File: config.mk
export PLATFORM = sky130hd
export DESIGN_NAME = hslrgb_channel
export DESIGN_NICKNAME = d
export VERILOG_FILES = /design/src/sv/hslrgb_pkg.sv /design/src/sv/hslrgb_channel.sv
export SDC_FILE = /design/constraint.sdc
export NUM_CORES = 1
export LEC_CHECK = 0
export ABC_AREA = 1
export BUFFER_PORTS_ARGS = -buffer_cell sky130_fd_sc_hd__buf_2
export CELL_PAD_IN_SITES_DETAIL_PLACEMENT = 1
export CELL_PAD_IN_SITES_GLOBAL_PLACEMENT = 1
export CORE_MARGIN = 4
export CORE_UTILIZATION = 44
export DETAILED_ROUTE_END_ITERATION = 7
export PLACE_DENSITY = 0.79
export RECOVER_POWER = 100
export SLEW_MARGIN = 20
export SYNTH_ARGS = -nofsm -noshare
export SYNTH_HDL_FRONTEND = slang
export SYNTH_SLANG_ARGS = --single-unit
File: constraint.sdc
create_clock -name clk -period 6.45 [get_ports clk]
set_input_delay 0.9675 -clock clk [delete_from_list [all_inputs] [get_ports clk]]
set_output_delay 0.9675 -clock clk [all_outputs]
set_load 0.01 [all_outputs]
File: src/sv/hslrgb_pkg.sv
package hslrgb_pkg;

    // Q1.15 levels for saturation and lightness
    localparam int unsigned Q15_W    = 16;
    localparam logic [15:0] ONE_Q15  = 16'd32768;
    localparam logic [15:0] HALF_Q15 = 16'd16384;

    // Hue rescaled to 3 * 65536 units per turn so thirds and sixths are exact
    localparam int unsigned POS_W          = 18;
    localparam logic [17:0] TURN_U         = 18'd196608;
    localparam logic [17:0] THIRD_U        = 18'd65536;
    localparam logic [17:0] SIXTH_U        = 18'd32768;
    localparam logic [17:0] HALFTURN_U     = 18'd98304;
    localparam logic [17:0] TWOTHIRD_U     = 18'd131072;

    // Helper levels are Q30, channel values Q45
    localparam int unsigned LVL_W = 31;
    localparam int unsigned MUL_W = 16;
    localparam int unsigned VAL_W = 46;
    localparam int unsigned CH_W  = 8;

    localparam logic [MUL_W-1:0] MUL_FULL = 16'd32768;
    localparam logic [CH_W:0]    CH_MAX   = 9'd255;

    // Advance strobes for the per-channel back end of the pipeline
    typedef struct packed {
        logic mul;
        logic sum;
        logic out;
    } hslrgb_adv_t;

endpackage

File: src/sv/hslrgb_channel.sv
module hslrgb_channel
    import hslrgb_pkg::*;
(
    input  logic               clk,
    input  hslrgb_adv_t        adv,
    input  logic [LVL_W-1:0]   lo,
    input  logic [LVL_W-1:0]   diff,
    input  logic [MUL_W-1:0]   mul,
    output logic [CH_W-1:0]    value
);

    logic [LVL_W-1:0]   lo_reg;
    logic [VAL_W-1:0]   prod_reg;
    logic [VAL_W-1:0]   prod_next;
    logic [VAL_W-1:0]   sum_reg;
    logic [VAL_W-1:0]   sum_next;
    logic [CH_W-1:0]    value_reg;
    logic [CH_W-1:0]    value_next;
    logic [VAL_W+7:0]   scaled;
    logic [CH_W:0]      byte_raw;

    always_comb
    begin
        // level difference times the hue weight, at most 2^45
        prod_next  = VAL_W'(diff) * VAL_W'(mul);
        sum_next   = VAL_W'({lo_reg, 15'b0}) + prod_reg;
        // v * 255 as (v << 8) - v, then keep the integer part
        scaled     = {sum_reg, 8'b0} - (VAL_W+8)'(sum_reg);
        byte_raw   = scaled[VAL_W+7:VAL_W-1];
        value_next = (byte_raw > CH_MAX) ? CH_MAX[CH_W-1:0] : byte_raw[CH_W-1:0];
    end

    always_ff @(posedge clk)
    begin
        if (adv.mul)
        begin
            lo_reg   <= lo;
            prod_reg <= prod_next;
        end
        if (adv.sum)
        begin
            sum_reg <= sum_next;
        end
        if (adv.out)
        begin
            value_reg <= value_next;
        end
    end

    assign value = value_reg;

endmodule
# Word level (Yosys, flattened, before mapping)
# Cells that the tools add are included.
# word_totals
word_cells,8
register_bits,131
input_bits,82
out_inout_bits,8
# op_classes
magnitude_cmp,1
n_addsub,2
mul,1
# ops
cell,n
subtractor 54 x 46 -> 54 bit,1
adder 46 bit,1
multiplier 31 x 16 -> 46 bit,1
> comparator 9 x 8 -> 1 bit (second input constant),1

# Depth between registers and ports, before layout
# Gate-level depths: netlist of run 1.
# depth
word_depth,2
ltp_mapped,27
ltp_nobuf,26

# Worst setup path after synthesis of run 1
# OpenSTA, ideal clock, no wires.
# synth_path
path_kind,input to register
from,input diff[23]
to,"register prod_reg[37], data pin"
t_required_ns,6.197
arrival_ns,5.987
n_path_buf,2
stages,22
setup_ns,0.253
setup_slack_ns,0.210
path_cell_list,clkbuf_1 clkbuf_1 nand2_1 fa_1 inv_1 fa_1 inv_1 fa_1 inv_1 fa_1 fa_1 inv_1 fa_1 inv_1 ha_1 nand2_1 nor2_1 nand2_1 nor4_1 nand3_1 nand4_1 nand2_1
# synth_via
elab_chain_len,1
# synth_lines
element,line_no,text
"start, declared",hslrgb_channel.sv:7,"input logic [LVL_W-1:0] diff,"
multiplier 31 x 16 -> 46 bit,hslrgb_channel.sv:25,prod_next = VAL_W'(diff) * VAL_W'(mul);
named net prod_next[37],hslrgb_channel.sv:14,logic [VAL_W-1:0] prod_next;
"end signal, assigned",hslrgb_channel.sv:38,prod_reg <= prod_next;
"end, declared",hslrgb_channel.sv:13,logic [VAL_W-1:0] prod_reg;
# The timed path passes the listed nets, and every way through them passes these cells.
# A chain may end at the register's enable or synchronous reset.

# Worst setup path after layout of run 1
# layout_path
from,input mul[3]
to,"register prod_reg[34], data pin"
# layout_via
elab_chain_len,1
# layout_lines
element,line_no,text
"start, declared",hslrgb_channel.sv:8,"input logic [MUL_W-1:0] mul,"
multiplier 31 x 16 -> 46 bit,hslrgb_channel.sv:25,
named net prod_next[34],hslrgb_channel.sv:14,
# The timed path passes the listed nets, and every way through them passes these cells.

==> impl_results.md, run 1 <==
- Status: complete, but fails checks
- Most common cell in the netlist: nand2_1
- Worst setup path class: input port to flip-flop
- Commonest cells post-synth: nand2_1, inv_1, fa_1, nor2_1, ha_1
- Fin area: 28900 sq um
- Post-CTS Setup Bufs: 0
- Drt wl/cell: between 15 and 20 um
- Slowest CP cell: fa_1
- DRT Pass-1 Iters: 5
- Initial antenna violation count: 0
- Total track usage: 26.4%
- Area overhead of the layout relative to synthesis: 13.0%
- Total core area: roughly 58000 sq um
- Antenna diodes: 0
- Initial drt markers: about 1200
- Synth area leaders: fa_1, edfxtp_1, nand2_1
- # DRC: 0
- Die width: around 250 um
- Post-Synthesis Cells: 3437
- Reg area: 3930 sq um
- Top cell family by delay on the critical path: adder cells
- RSZ-0062 raised after global routing: no
- Yosys top cell by area: fa_1
- Worst min-delay path class: flip-flop to flip-flop
- CTS hold repair buffers: 0
- Hold slack: 0.418 ns
- WP buf/inv: 9
- Max Cap Viol: 2
- CP required: 6.64 ns
- Failing checks: capacitance limit, slew limit
- Post-CTS sizing: 0
- Num CTS Buffers: 17
- Metal2 WL: approximately 40 mm
- CP Max Fanout: 17
- Via density: 5.04
- Max incr delay on CP: approximately 0.56 ns
- Critical path launch point type: input port
- Cell variety after synth: 35
- #FFs+latches synth: approximately 130
- Cells on worst reg2reg path: 11
- GR Overflow Total: 0
- Worst relative slew slack: -119%
- # nets final: 4325
- Placed Area: between 20000 and 30000 sq um
- Die Ht: roughly 250 um
- Top cell type's share of synthesized area: approximately a third
- Routability cong.: just over 0.9
- CP cell instances: clkbuf_4 > buf_4 > buf_4 > nand2_1 > inv_1 > fa_1 > inv_1 > fa_1 > inv_1 > fa_1 > fa_1 > inv_1 > fa_1 > fa_1 > inv_1 > ha_1 > a21oi_1 > o21ai_0 > clkbuf_4 > nand2_1 > nand3_1 > nand2_1 > nand2_1 > xor2_1
- Clk sinks: between 100 and 150
- Most used DFF post-synth: edfxtp_1
- CP arrival: between 6 and 7 ns
- Top layer in use: met4
- Share of post-route cells with drive strength above 1: ~9.3%
- CP Capture Type: flip-flop
- Worst-margin pin slew: 3.29 ns
- Longest Clk Path Bufs: 2
- Worst-path clk slew: roughly 0.07 ns
- Setup violations, final: 0
- Routed wire length on met3: approximately 2.7 mm
- Number of H-tree levels: 4
- Async S/R FF share, synth: 0%
- Crit path depth: 24
- Final worst path period need: around 6.2 ns
- Antenna-violating nets left: 0
- Sequential fraction of the synthesis area: between 10% and 20%
- F_max: ~0.16 GHz
- Ys Warns: 0
- Multi-input gate area: around 18000 sq um
- Detailed Route WL: around 80 mm
- Hold depth: 0
- Metal-1 WL: 35.2 mm
- Via count: 22366
- Row count: 88
- Port buffer count: 89
- Ratio of final minimum period to clock period: between 90% and 100%
- Global-route wire length before repair: approximately 130 mm
- Final hold violations: 0
- TritonCTS clock tree: done
- Syn Nets: about 4100
- Vias in the first global route: between 20000 and 30000
- Post-synth EDFFs: approximately 130
- I/O pin count: 90
- Max Slew Vio Count: roughly 100
- Most used cell, CP: fa_1
- Largest net degree at the start of global routing: between 70 and 80
- Detail Placement HPWL: roughly 70 mm
- Starting Density: 44.4%
- Syn_area_per_cell: 7.43 sq um
- Clk_lat worst skew: 0.44 ns
- Die Area: between 60000 and 70000 sq um
- FILL cells: 7397
- Cell area after synthesis: ~26000 sq um
- Clock Tree Root: clkbuf_16
- Worst clock skew: around 0.0094 ns
-- cells in the final DEF, fill, tap and decap left out, types with 5 or more instances in the layout --
master        n
xnor2_1      13
clkbuf_16    17
nand2_1    1036
edfxtp_1    131
nand3_1     102
inv_1       906
nor2_1      204
nand3b_1      5
buf_2        58
o21ai_0      61
a21oi_1     116
ha_1        183
inv_6         5
clkbuf_1     21
buf_4       200
nand4_1      34
buf_12       11
nand2_2       7
xor2_1       43
nor2_2        8
a21boi_0      8
a21o_1       10
o21bai_1     17
fa_1        404
clkbuf_4     20
nor3_1       18
-- final timing paths --
| kind | slack (ns) | to | start |
|---|---|---|---|
| worst max-delay path | 0.20 | prod_reg[34]$_DFFE_PP_ | mul[3] |
| worst min-delay path | 0.42 | sum_reg[0]$_DFFE_PP_ | prod_reg[0]$_DFFE_PP_ |
| worst max register to register | 3.41 | sum_reg[45]$_DFFE_PP_ | lo_reg[0]$_DFFE_PP_ |
| worst min register to register | 0.42 | sum_reg[0]$_DFFE_PP_ | prod_reg[0]$_DFFE_PP_ |
-- through the flow --
step                util [%]  worst slack (ns)  setup TNS (ns)  cells
floorplan                  -             0.210               0   3437
global placement        49.2            -0.186           -2.14   4401
detailed placement      49.2            -0.281           -4.60   4401
CTS                     50.2             0.169               0   4433
global route            50.1          0.000423               0   4434
finish                  50.1             0.204               0   4434
-- per-layer routing --
| layer | vias up | GRT usage (%) |
|---|---|---|
| met3 | 117 | 2.37 |
| met1 | 11266 | 34.8 |
| li1 | 10531 | - |
| met4 | 0 | 5.77 |
| met5 | - | 0 |
| met2 | 452 | 47.6 |
-- final cells by class --
| type | instances | share of cell area, % |
|---|---|---|
| multi-input combinational | 2289 | 61.6 |
| sequential | 131 | 13.6 |
| inverter | 907 | 11.8 |
| timing repair buffer | 310 | 7.77 |
| tap | 765 | 3.32 |
| clock buffer | 19 | 1.50 |
| clock inverter | 13 | 0.433 |
-- cell families after synthesis --
group	count (synthesis)	share of synthesized area, %
xor gates and xnor gates	56	1.92
buffers and inverters	1017	14.9
AOI/OAI and AO/OA	221	4.81
and+or+nand+nor	1425	22.3
DFF	131	15.4
adders and majority gates	587	40.6
Power of run 1 is left out: the tool's default activity adds up to more than one toggle a clock period on the data nets, which glitch-free logic cannot reach.
==> run 2: changes to the inputs <==
--- a/config.mk
+++ b/config.mk
@@ -10,11 +10,11 @@
 export CELL_PAD_IN_SITES_DETAIL_PLACEMENT = 1
 export CELL_PAD_IN_SITES_GLOBAL_PLACEMENT = 1
 export CORE_MARGIN = 4
-export CORE_UTILIZATION = 44
+export CORE_UTILIZATION = 30
 export DETAILED_ROUTE_END_ITERATION = 7
-export PLACE_DENSITY = 0.79
+export PLACE_DENSITY = 0.57
 export RECOVER_POWER = 100
-export SLEW_MARGIN = 20
+export SLEW_MARGIN = 5
 export SYNTH_ARGS = -nofsm -noshare
 export SYNTH_HDL_FRONTEND = slang
 export SYNTH_SLANG_ARGS = --single-unit
==> run 2 against run 1 <==
  * Critical path type unchanged
  * Global-route usage down 7.8 points
  * Count of clock-buffer cells in the layout decreased by 1
  * Core utilization down 15 points
  * Critical path depth fell by 4
  * Fmax rose by 0.82%
  * Highest routed layer unchanged
  * Die area increased by 45%
  * Sequential share of layout area down 0.23 points
  * Non-clock buffer count increased by 7
  * Routed wire length rose by 1.3%
  * The flow still finishes with violations (capacitance limit, slew limit)
  * Clock skew increased by 0.0037 ns
==> impl_results.md, run 2 (same netlist as run 1, synthesis figures left out) <==
- Port buffer count: 89 (unchanged)
- Highest-count cells in the layout ignoring fill and taps: nand2_1, inv_1, fa_1
- Hold slack: 0.416 ns (-0.00253 ns)
- Die Area: 89900 sq um (+45%)
- CP arrival: 6.42 ns (about the same)
- DRT Pass-1 Iters: 5 (unchanged)
- Worst-path clk slew: 0.06 ns (about the same)
- Via density: 4.46 (-12%)
- Share of post-route cells with drive strength above 1: 9.28% (-0.018 points)
- Failing checks: capacitance limit, slew limit
- TritonCTS clock tree: done
- Worst-margin pin slew: 2.68 ns (-0.609 ns)
- Max incr delay on CP: 0.59 ns (+0.03 ns)
- Row count: 106 (+20%)
- Cells on worst reg2reg path: 11 (unchanged)
- Top cell family by delay on the critical path: adder cells
- CP cell instances: clkbuf_1 > buf_12 > buf_4 > nand2_1 > fa_1 > fa_1 > fa_1 > fa_1 > fa_1 > fa_1 > inv_1 > ha_1 > nand2_1 > o21ai_0 > buf_4 > inv_1 > nand2_1 > nand3_1 > nand3_1 > xor2_1
- F_max: 0.161 GHz (+0.82%)
- Longest Clk Path Bufs: 2 (unchanged)
- Most used cell, CP: fa_1
- Area overhead of the layout relative to synthesis: 15.0%
- FILL cells: 10518 (+42%)
- Routability cong.: 0.860 (-4.9%)
- CP required: 6.67 ns (+0.03 ns)
- Max Slew Vio Count: 159 (+54%)
- Clk sinks: 131 (unchanged)
- Antenna-violating nets left: 0 (unchanged)
- Vias in the first global route: 23685 (-5.8%)
- Final worst path period need: 6.20 ns (-0.0506 ns)
- FF-to-FF End: sum_reg[45]$_DFFE_PP_
- Crit path depth: 20 (-17%)
- Final setup margin: 0.255 ns (+0.0506 ns)
- Slowest CP cell: fa_1
- # DRC: 0 (unchanged)
- Global-route wire length before repair: 132 mm (-0.39%)
- Number of H-tree levels: 4 (unchanged)
- HP Start: prod_reg[11]$_DFFE_PP_
- Detail Placement HPWL: 72.9 mm (+4.6%)
- Setup violations, final: 0 (unchanged)
- Hold Path End: sum_reg[11]$_DFFE_PP_
- Clk_lat worst skew: 0.44 ns (about the same)
- Max Cap Viol: 4 (+2)
- Largest net degree at the start of global routing: 47 (-40%)
- Clock Tree Root: clkbuf_16
- Critical path launch point type: input port
- Antenna diodes: 0 (unchanged)
- Hold depth: 0 (unchanged)
- Ratio of final minimum period to clock period: 96.1% (-0.78 points)
- Worst setup path class: input port to flip-flop
- R2r setup slk: 3.41 ns (about the same)
- Status: complete, but fails checks
- CP Capture Type: flip-flop
- Worst min-delay path class: flip-flop to flip-flop
- Commonest non-fill, non-tap cell in the layout: nand2_1
- Num CTS Buffers: 17 (unchanged)
- Final hold violations: 0 (unchanged)
- Starting Density: 30.4% (-14 points)
- Initial antenna violation count: 1 (+1)
- # nets final: 4332 (+0.16%)
- GR Overflow Total: 0 (unchanged)
- Via count: 21437 (-4.2%)
- Crit Reg-Reg Startpoint: lo_reg[0]$_DFFE_PP_
- Initial drt markers: 832 (-33%)
- Worst clock skew: 0.0130 ns (+0.00365 ns)
- Dpl ws: -0.379 ns (-0.0983 ns)
- Worst relative slew slack: -78.5% (+41 points)
- Drt wl/cell: 16.9 um (-6.6%)
- WP buf/inv: 6 (-3)
- Total track usage: 18.6% (-7.8 points)
- I/O pin count: 90 (unchanged)
- Die width: 300 um (+20%)
- CTS hold repair buffers: 0 (unchanged)
- Die Ht: 300 um (+20%)
- CP Max Fanout: 16 (-1)
- Detailed Route WL: 81.3 mm (+1.3%)
- RSZ-0062 raised after global routing: no
- Total core area: 84100 sq um (+46%)
run 2: cell type report:
cell class	instances	area [sq um]	share of cell area, %
inverter	907	3400	11.6
clock buffer	18	429	1.46
tap	1134	1420	4.83
timing repair buffer	317	2320	7.89
multi-input combinational	2289	17800	60.5
sequential	131	3930	13.4
clock inverter	14	104	0.354
run 2: worst reg2reg max path, cell delays in order (launching register included):
cell and delay, ns:
edfxtp_1 0.40, ha_1 0.23, inv_1 0.10, fa_1 0.44, o21ai_0 0.57, nand2_2 0.07, nand2_1 0.14, clkinv_1 0.10
o21ai_0 0.39, nand3_1 0.17, nand3b_1 0.12, nand2_1 0.06
run 2: through the flow:
| stage | area [sq um] | util [%] | TNS [ns] | instances |
|---|---|---|---|---|
| finish | 29400 | 34.9 | 0 | 4810 |
| global route | 29400 | 34.9 | 0 | 4810 |
| CTS | 29400 | 35.0 | 0 | 4810 |
| detailed placement | 28900 | 34.4 | -4.72 | 4778 |
| global placement | 28900 | 34.4 | -4.50 | 4778 |
| floorplan | 25500 | - | 0 | 3437 |
run 2: routing by layer:
| layer | wire length (um) | track usage (%) | vias up |
|---|---|---|---|
| met3 | 1330 | 1.17 | 53 |
| li1 | - | - | 10559 |
| met1 | 38900 | 25.4 | 10634 |
| met2 | 39900 | 33.2 | 191 |
| met5 | 0 | 0 | - |
| met4 | 1150 | 3.16 | 0 |
run 2: what timing repair did:
action | 4_1_cts | 5_1_grt
gates resized for setup | 0 | 13
setup buffers | 0 | 0
endpoints found under the setup margin | 0 | 17
run 2: worst max path at each step:
| stage | start | end | slack (ns) |
|---|---|---|---|
| after global placement | mul[7] | prod_reg[35]$_DFFE_PP_ | -0.38 |
| after global routing | mul[4] | prod_reg[36]$_DFFE_PP_ | 0.02 |
| after CTS | mul[7] | prod_reg[35]$_DFFE_PP_ | 0.07 |
| after detailed placement | mul[7] | prod_reg[35]$_DFFE_PP_ | -0.38 |
| after floorplan | diff[23] | prod_reg[37]$_DFFE_PP_ | 0.21 |
| final | mul[2] | prod_reg[29]$_DFFE_PP_ | 0.25 |
Power of run 2 is left out for the same reason.
==> run 3: changes to the inputs <==
--- a/config.mk
+++ b/config.mk
@@ -5,14 +5,14 @@
 export SDC_FILE = /design/constraint.sdc
 export NUM_CORES = 1
 export LEC_CHECK = 0
-export ABC_AREA = 1
+export ABC_AREA = 0
 export BUFFER_PORTS_ARGS = -buffer_cell sky130_fd_sc_hd__buf_2
 export CELL_PAD_IN_SITES_DETAIL_PLACEMENT = 1
 export CELL_PAD_IN_SITES_GLOBAL_PLACEMENT = 1
 export CORE_MARGIN = 4
 export CORE_UTILIZATION = 30
 export DETAILED_ROUTE_END_ITERATION = 7
-export PLACE_DENSITY = 0.57
+export PLACE_DENSITY = 0.55
 export RECOVER_POWER = 100
 export SLEW_MARGIN = 5
 export SYNTH_ARGS = -nofsm -noshare
==> run 3 against run 2 <==
  * The flow still finishes with violations (capacitance limit, slew limit)
  * Clock skew is 0.0051 ns lower
  * Fmax is 3.0% lower
  * Final area is 7.6% lower
  * Global-route usage is 2.1 points lower
  * Synthesized area is 12% lower
  * Setup slack worse by 0.19 ns
  * Sequential share of layout area is 1.1 points higher
  * Synthesized cell count is 31% lower
==> impl_results.md, run 3 <==
- Status: complete, but fails checks
- Failing checks: capacitance limit, slew limit
- Cell area after synthesis: 22500 sq um (-12%)
- Worst setup path class: input port to flip-flop
- Clk sinks: 131 (unchanged)
- DRT Pass-1 Iters: 4 (-1)
- Highest-count cells in the layout ignoring fill and taps: inv_1, fa_1, nand2_1
- I/O pin count: 90 (unchanged)
- Cell variety after synth: 64 (+83%)
- Largest family of logic cells by synthesized area: adder cells
- Final hold violations: 0 (unchanged)
- Commonest cells post-synth: inv_1, fa_1, nand2_1, and2_1, ha_1
- Synth area leaders: fa_1, edfxtp_1, ha_1
- F_max: 0.157 GHz (-3.0%)
- # DRC: 0 (unchanged)
- # nets final: 3309 (-24%)
- Worst-margin pin slew: 3.66 ns (+0.982 ns)
- FF-to-FF End: sum_reg[45]$_DFFE_PP_
- Top cell type's share of synthesized area: 35.9% (+4.2 points)
- Syn Nets: 3057 (-26%)
- Vias in the first global route: 19661 (-17%)
- Area overhead of the layout relative to synthesis: 20.5%
- Ratio of final minimum period to clock period: 99.0% (+3.0 points)
- Max Cap Viol: 3 (-1)
- Async S/R FF share, synth: 0% (unchanged)
- Total core area: 74400 sq um (-11%)
- Ys Warns: 0 (unchanged)
- Placed Area: 25700 sq um (-11%)
- GR Overflow Total: 0 (unchanged)
- CP required: 6.62 ns (-0.05 ns)
- Detail Placement HPWL: 55.1 mm (-24%)
- Post-synthesis simple-gate area fraction: 15.2% (-7.1 points)
- Final setup margin: 0.0614 ns (-0.193 ns)
- R2r setup slk: 2.41 ns (-1.00 ns)
- Via density: 4.65 (+4.2%)
- Setup violations, final: 0 (unchanged)
- Clk_lat worst skew: 0.43 ns (about the same)
- #FFs+latches synth: 131 (unchanged)
- Most used DFF post-synth: edfxtp_1
- Cells on worst reg2reg path: 13 (+2)
- RSZ-0062 raised after global routing: yes
- Share of post-route cells with drive strength above 1: 16.9% (+7.6 points)
- Crit Reg-Reg Startpoint: lo_reg[0]$_DFFE_PP_
- Critical path launch point type: input port
- Total track usage: 16.5% (-2.1 points)
- Max Slew Vio Count: 153 (-3.8%)
- Largest net degree at the start of global routing: 74 (+57%)
- Row count: 100 (-5.7%)
- CP cell instances: buf_6 > and2_4 > fa_1 > inv_2 > fa_2 > inv_2 > fa_1 > fa_2 > inv_2 > fa_2 > fa_1 > inv_2 > ha_4 > a211oi_2 > o211ai_1 > a41oi_2 > nor3b_4 > a211oi_2 > buf_4 > o21ai_4 > o21ai_4 > a31oi_4 > nor4_1 > nand4b_1
- Global-route wire length before repair: 105 mm (-20%)
- Compound-Gate Fraction of Synth Area: 8.46% (+3.6 points)
- Die Ht: 282 um (-5.9%)
- Max incr delay on CP: 0.55 ns (-0.04 ns)
- Most common cell in the netlist: inv_1
- TritonCTS clock tree: done
- CP Capture Type: flip-flop
- Final setup TNS: 0 ns (unchanged)
- Xor-xnor portion of the synthesized cell area: 3.08% (+1.2 points)
- Dpl ws: -0.866 ns (-0.486 ns)
- Final worst path period need: 6.39 ns (+0.193 ns)
- Hold Path End: sum_reg[3]$_DFFE_PP_
- Antenna-violating nets left: 0 (unchanged)
- Post-Layout Cell Count: 3622 (-25%)
- Yosys top cell by area: fa_1
- Longest Clk Path Bufs: 2 (unchanged)
- Post-Synthesis Cells: 2388 (-31%)
- Initial drt markers: 615 (-26%)
- Cells after DPL: 3567 (-25%)
- Num CTS Buffers: 17 (unchanged)
- Post-synth EDFFs: 131 (unchanged)
- Slowest CP cell: fa_1
- Fin area: 27100 sq um (-7.6%)
- Antenna diodes: 0 (unchanged)
- FILL cells: 8425 (-20%)
- Drt wl/cell: 17.5 um (+3.4%)
- CTS hold repair buffers: 0 (unchanged)
- Worst relative slew slack: -144% (-65 points)
- Routability cong.: 0.842 (-2.1%)
- Worst min-delay path class: flip-flop to flip-flop
- Syn_area_per_cell: 9.43 sq um (+27%)
- Initial antenna violation count: 0 (-1)
- Worst-path clk slew: 0.06 ns (about the same)
- Port buffer count: 89 (unchanged)
- Via count: 16825 (-22%)
- Post-synthesis mux area share: 0.0500% (+0.050 points)
- Commonest non-fill, non-tap cell in the layout: inv_1
- Die Area: 79500 sq um (-12%)
- Most used cell, CP: inv_2
- Starting Density: 30.3% (-0.12 points)
- CP Max Fanout: 16 (unchanged)
- Source of the critical timing path: diff[12]
- Number of H-tree levels: 4 (unchanged)
- CP arrival: 6.56 ns (+0.14 ns)
- WP buf/inv: 6 (unchanged)
- Clock Tree Root: clkbuf_16
- Top cell family by delay on the critical path: adder cells
- Die width: 282 um (-5.9%)
- HP Start: prod_reg[3]$_DFFE_PP_
- Detailed Route WL: 63.3 mm (-22%)
- Adder-cell share of the synthesized area: 46.1% (+5.4 points)
- Hold depth: 0 (unchanged)
- Sequential fraction of the synthesis area: 17.5% (+2.1 points)
- Worst clock skew: 0.00795 ns (-0.00506 ns)
-- run 3: cell types whose count changed after synthesis, moves of 49 or more --
cell     before  now
nand3_1      98   21
and2_1        4  204
inv_1       904  490
nor2_1      207   58
a21o_1       10   59
nand2_1    1033  349
-- run 3: worst max-delay path by stage --
stage | to | cells after the start
final | prod_reg[44]$_DFFE_PP_ | 24
after CTS | prod_reg[31]$_DFFE_PP_ | 24
after floorplan | prod_reg[31]$_DFFE_PP_ | 22
after detailed placement | prod_reg[31]$_DFFE_PP_ | 22
after global placement | prod_reg[31]$_DFFE_PP_ | 22
after global routing | prod_reg[44]$_DFFE_PP_ | 24
-- run 3: stage by stage --
| stage | hold slack (ns) | util (%) |
|---|---|---|
| final | 0.419 | 36.5 |
| after global routing | 0.423 | 36.5 |
| after CTS | 0.422 | 35.7 |
| after detailed placement | 0.406 | 34.5 |
| after global placement | 0.407 | 34.5 |
| after floorplan | 0.400 | - |
-- run 3: layer usage --
layer  global-route usage, %  vias up  routed length (um)
li1                        -     7932                   -
met1                    22.4     8678               29400
met2                    29.3      163               31800
met3                    1.31       52                1100
met4                    3.28        0                 928
met5                       0        -                   0
-- run 3: what timing repair did --
action / 4_1_cts / 5_1_grt
endpoints found under the hold margin: 0 / 0
buffers inserted: 10 / 13
pin swaps: 30 / 60
endpoints found under the setup margin: 16 / 17
gates resized for setup: 76 / 124
-- run 3: cells by family after synthesis --
group           Yosys count
simple gates            713
buf+inv                 580
flops                   131
compound gates          299
mux                       1
xor+xnor                 77
fa+ha+maj               587
-- run 3: layout make-up --
class / instances / area (sq um) / area share, %
Multi-Input combinational cell: 1677 / 17000 / 62.7
Clock inverter: 15 / 193 / 0.710
Timing Repair Buffer: 322 / 2510 / 9.26
Sequential cell: 131 / 3930 / 14.5
Clock buffer: 17 / 425 / 1.57
Tap cell: 969 / 1210 / 4.47
Inverter: 491 / 1840 / 6.79
Power of run 3 is left out for the same reason.
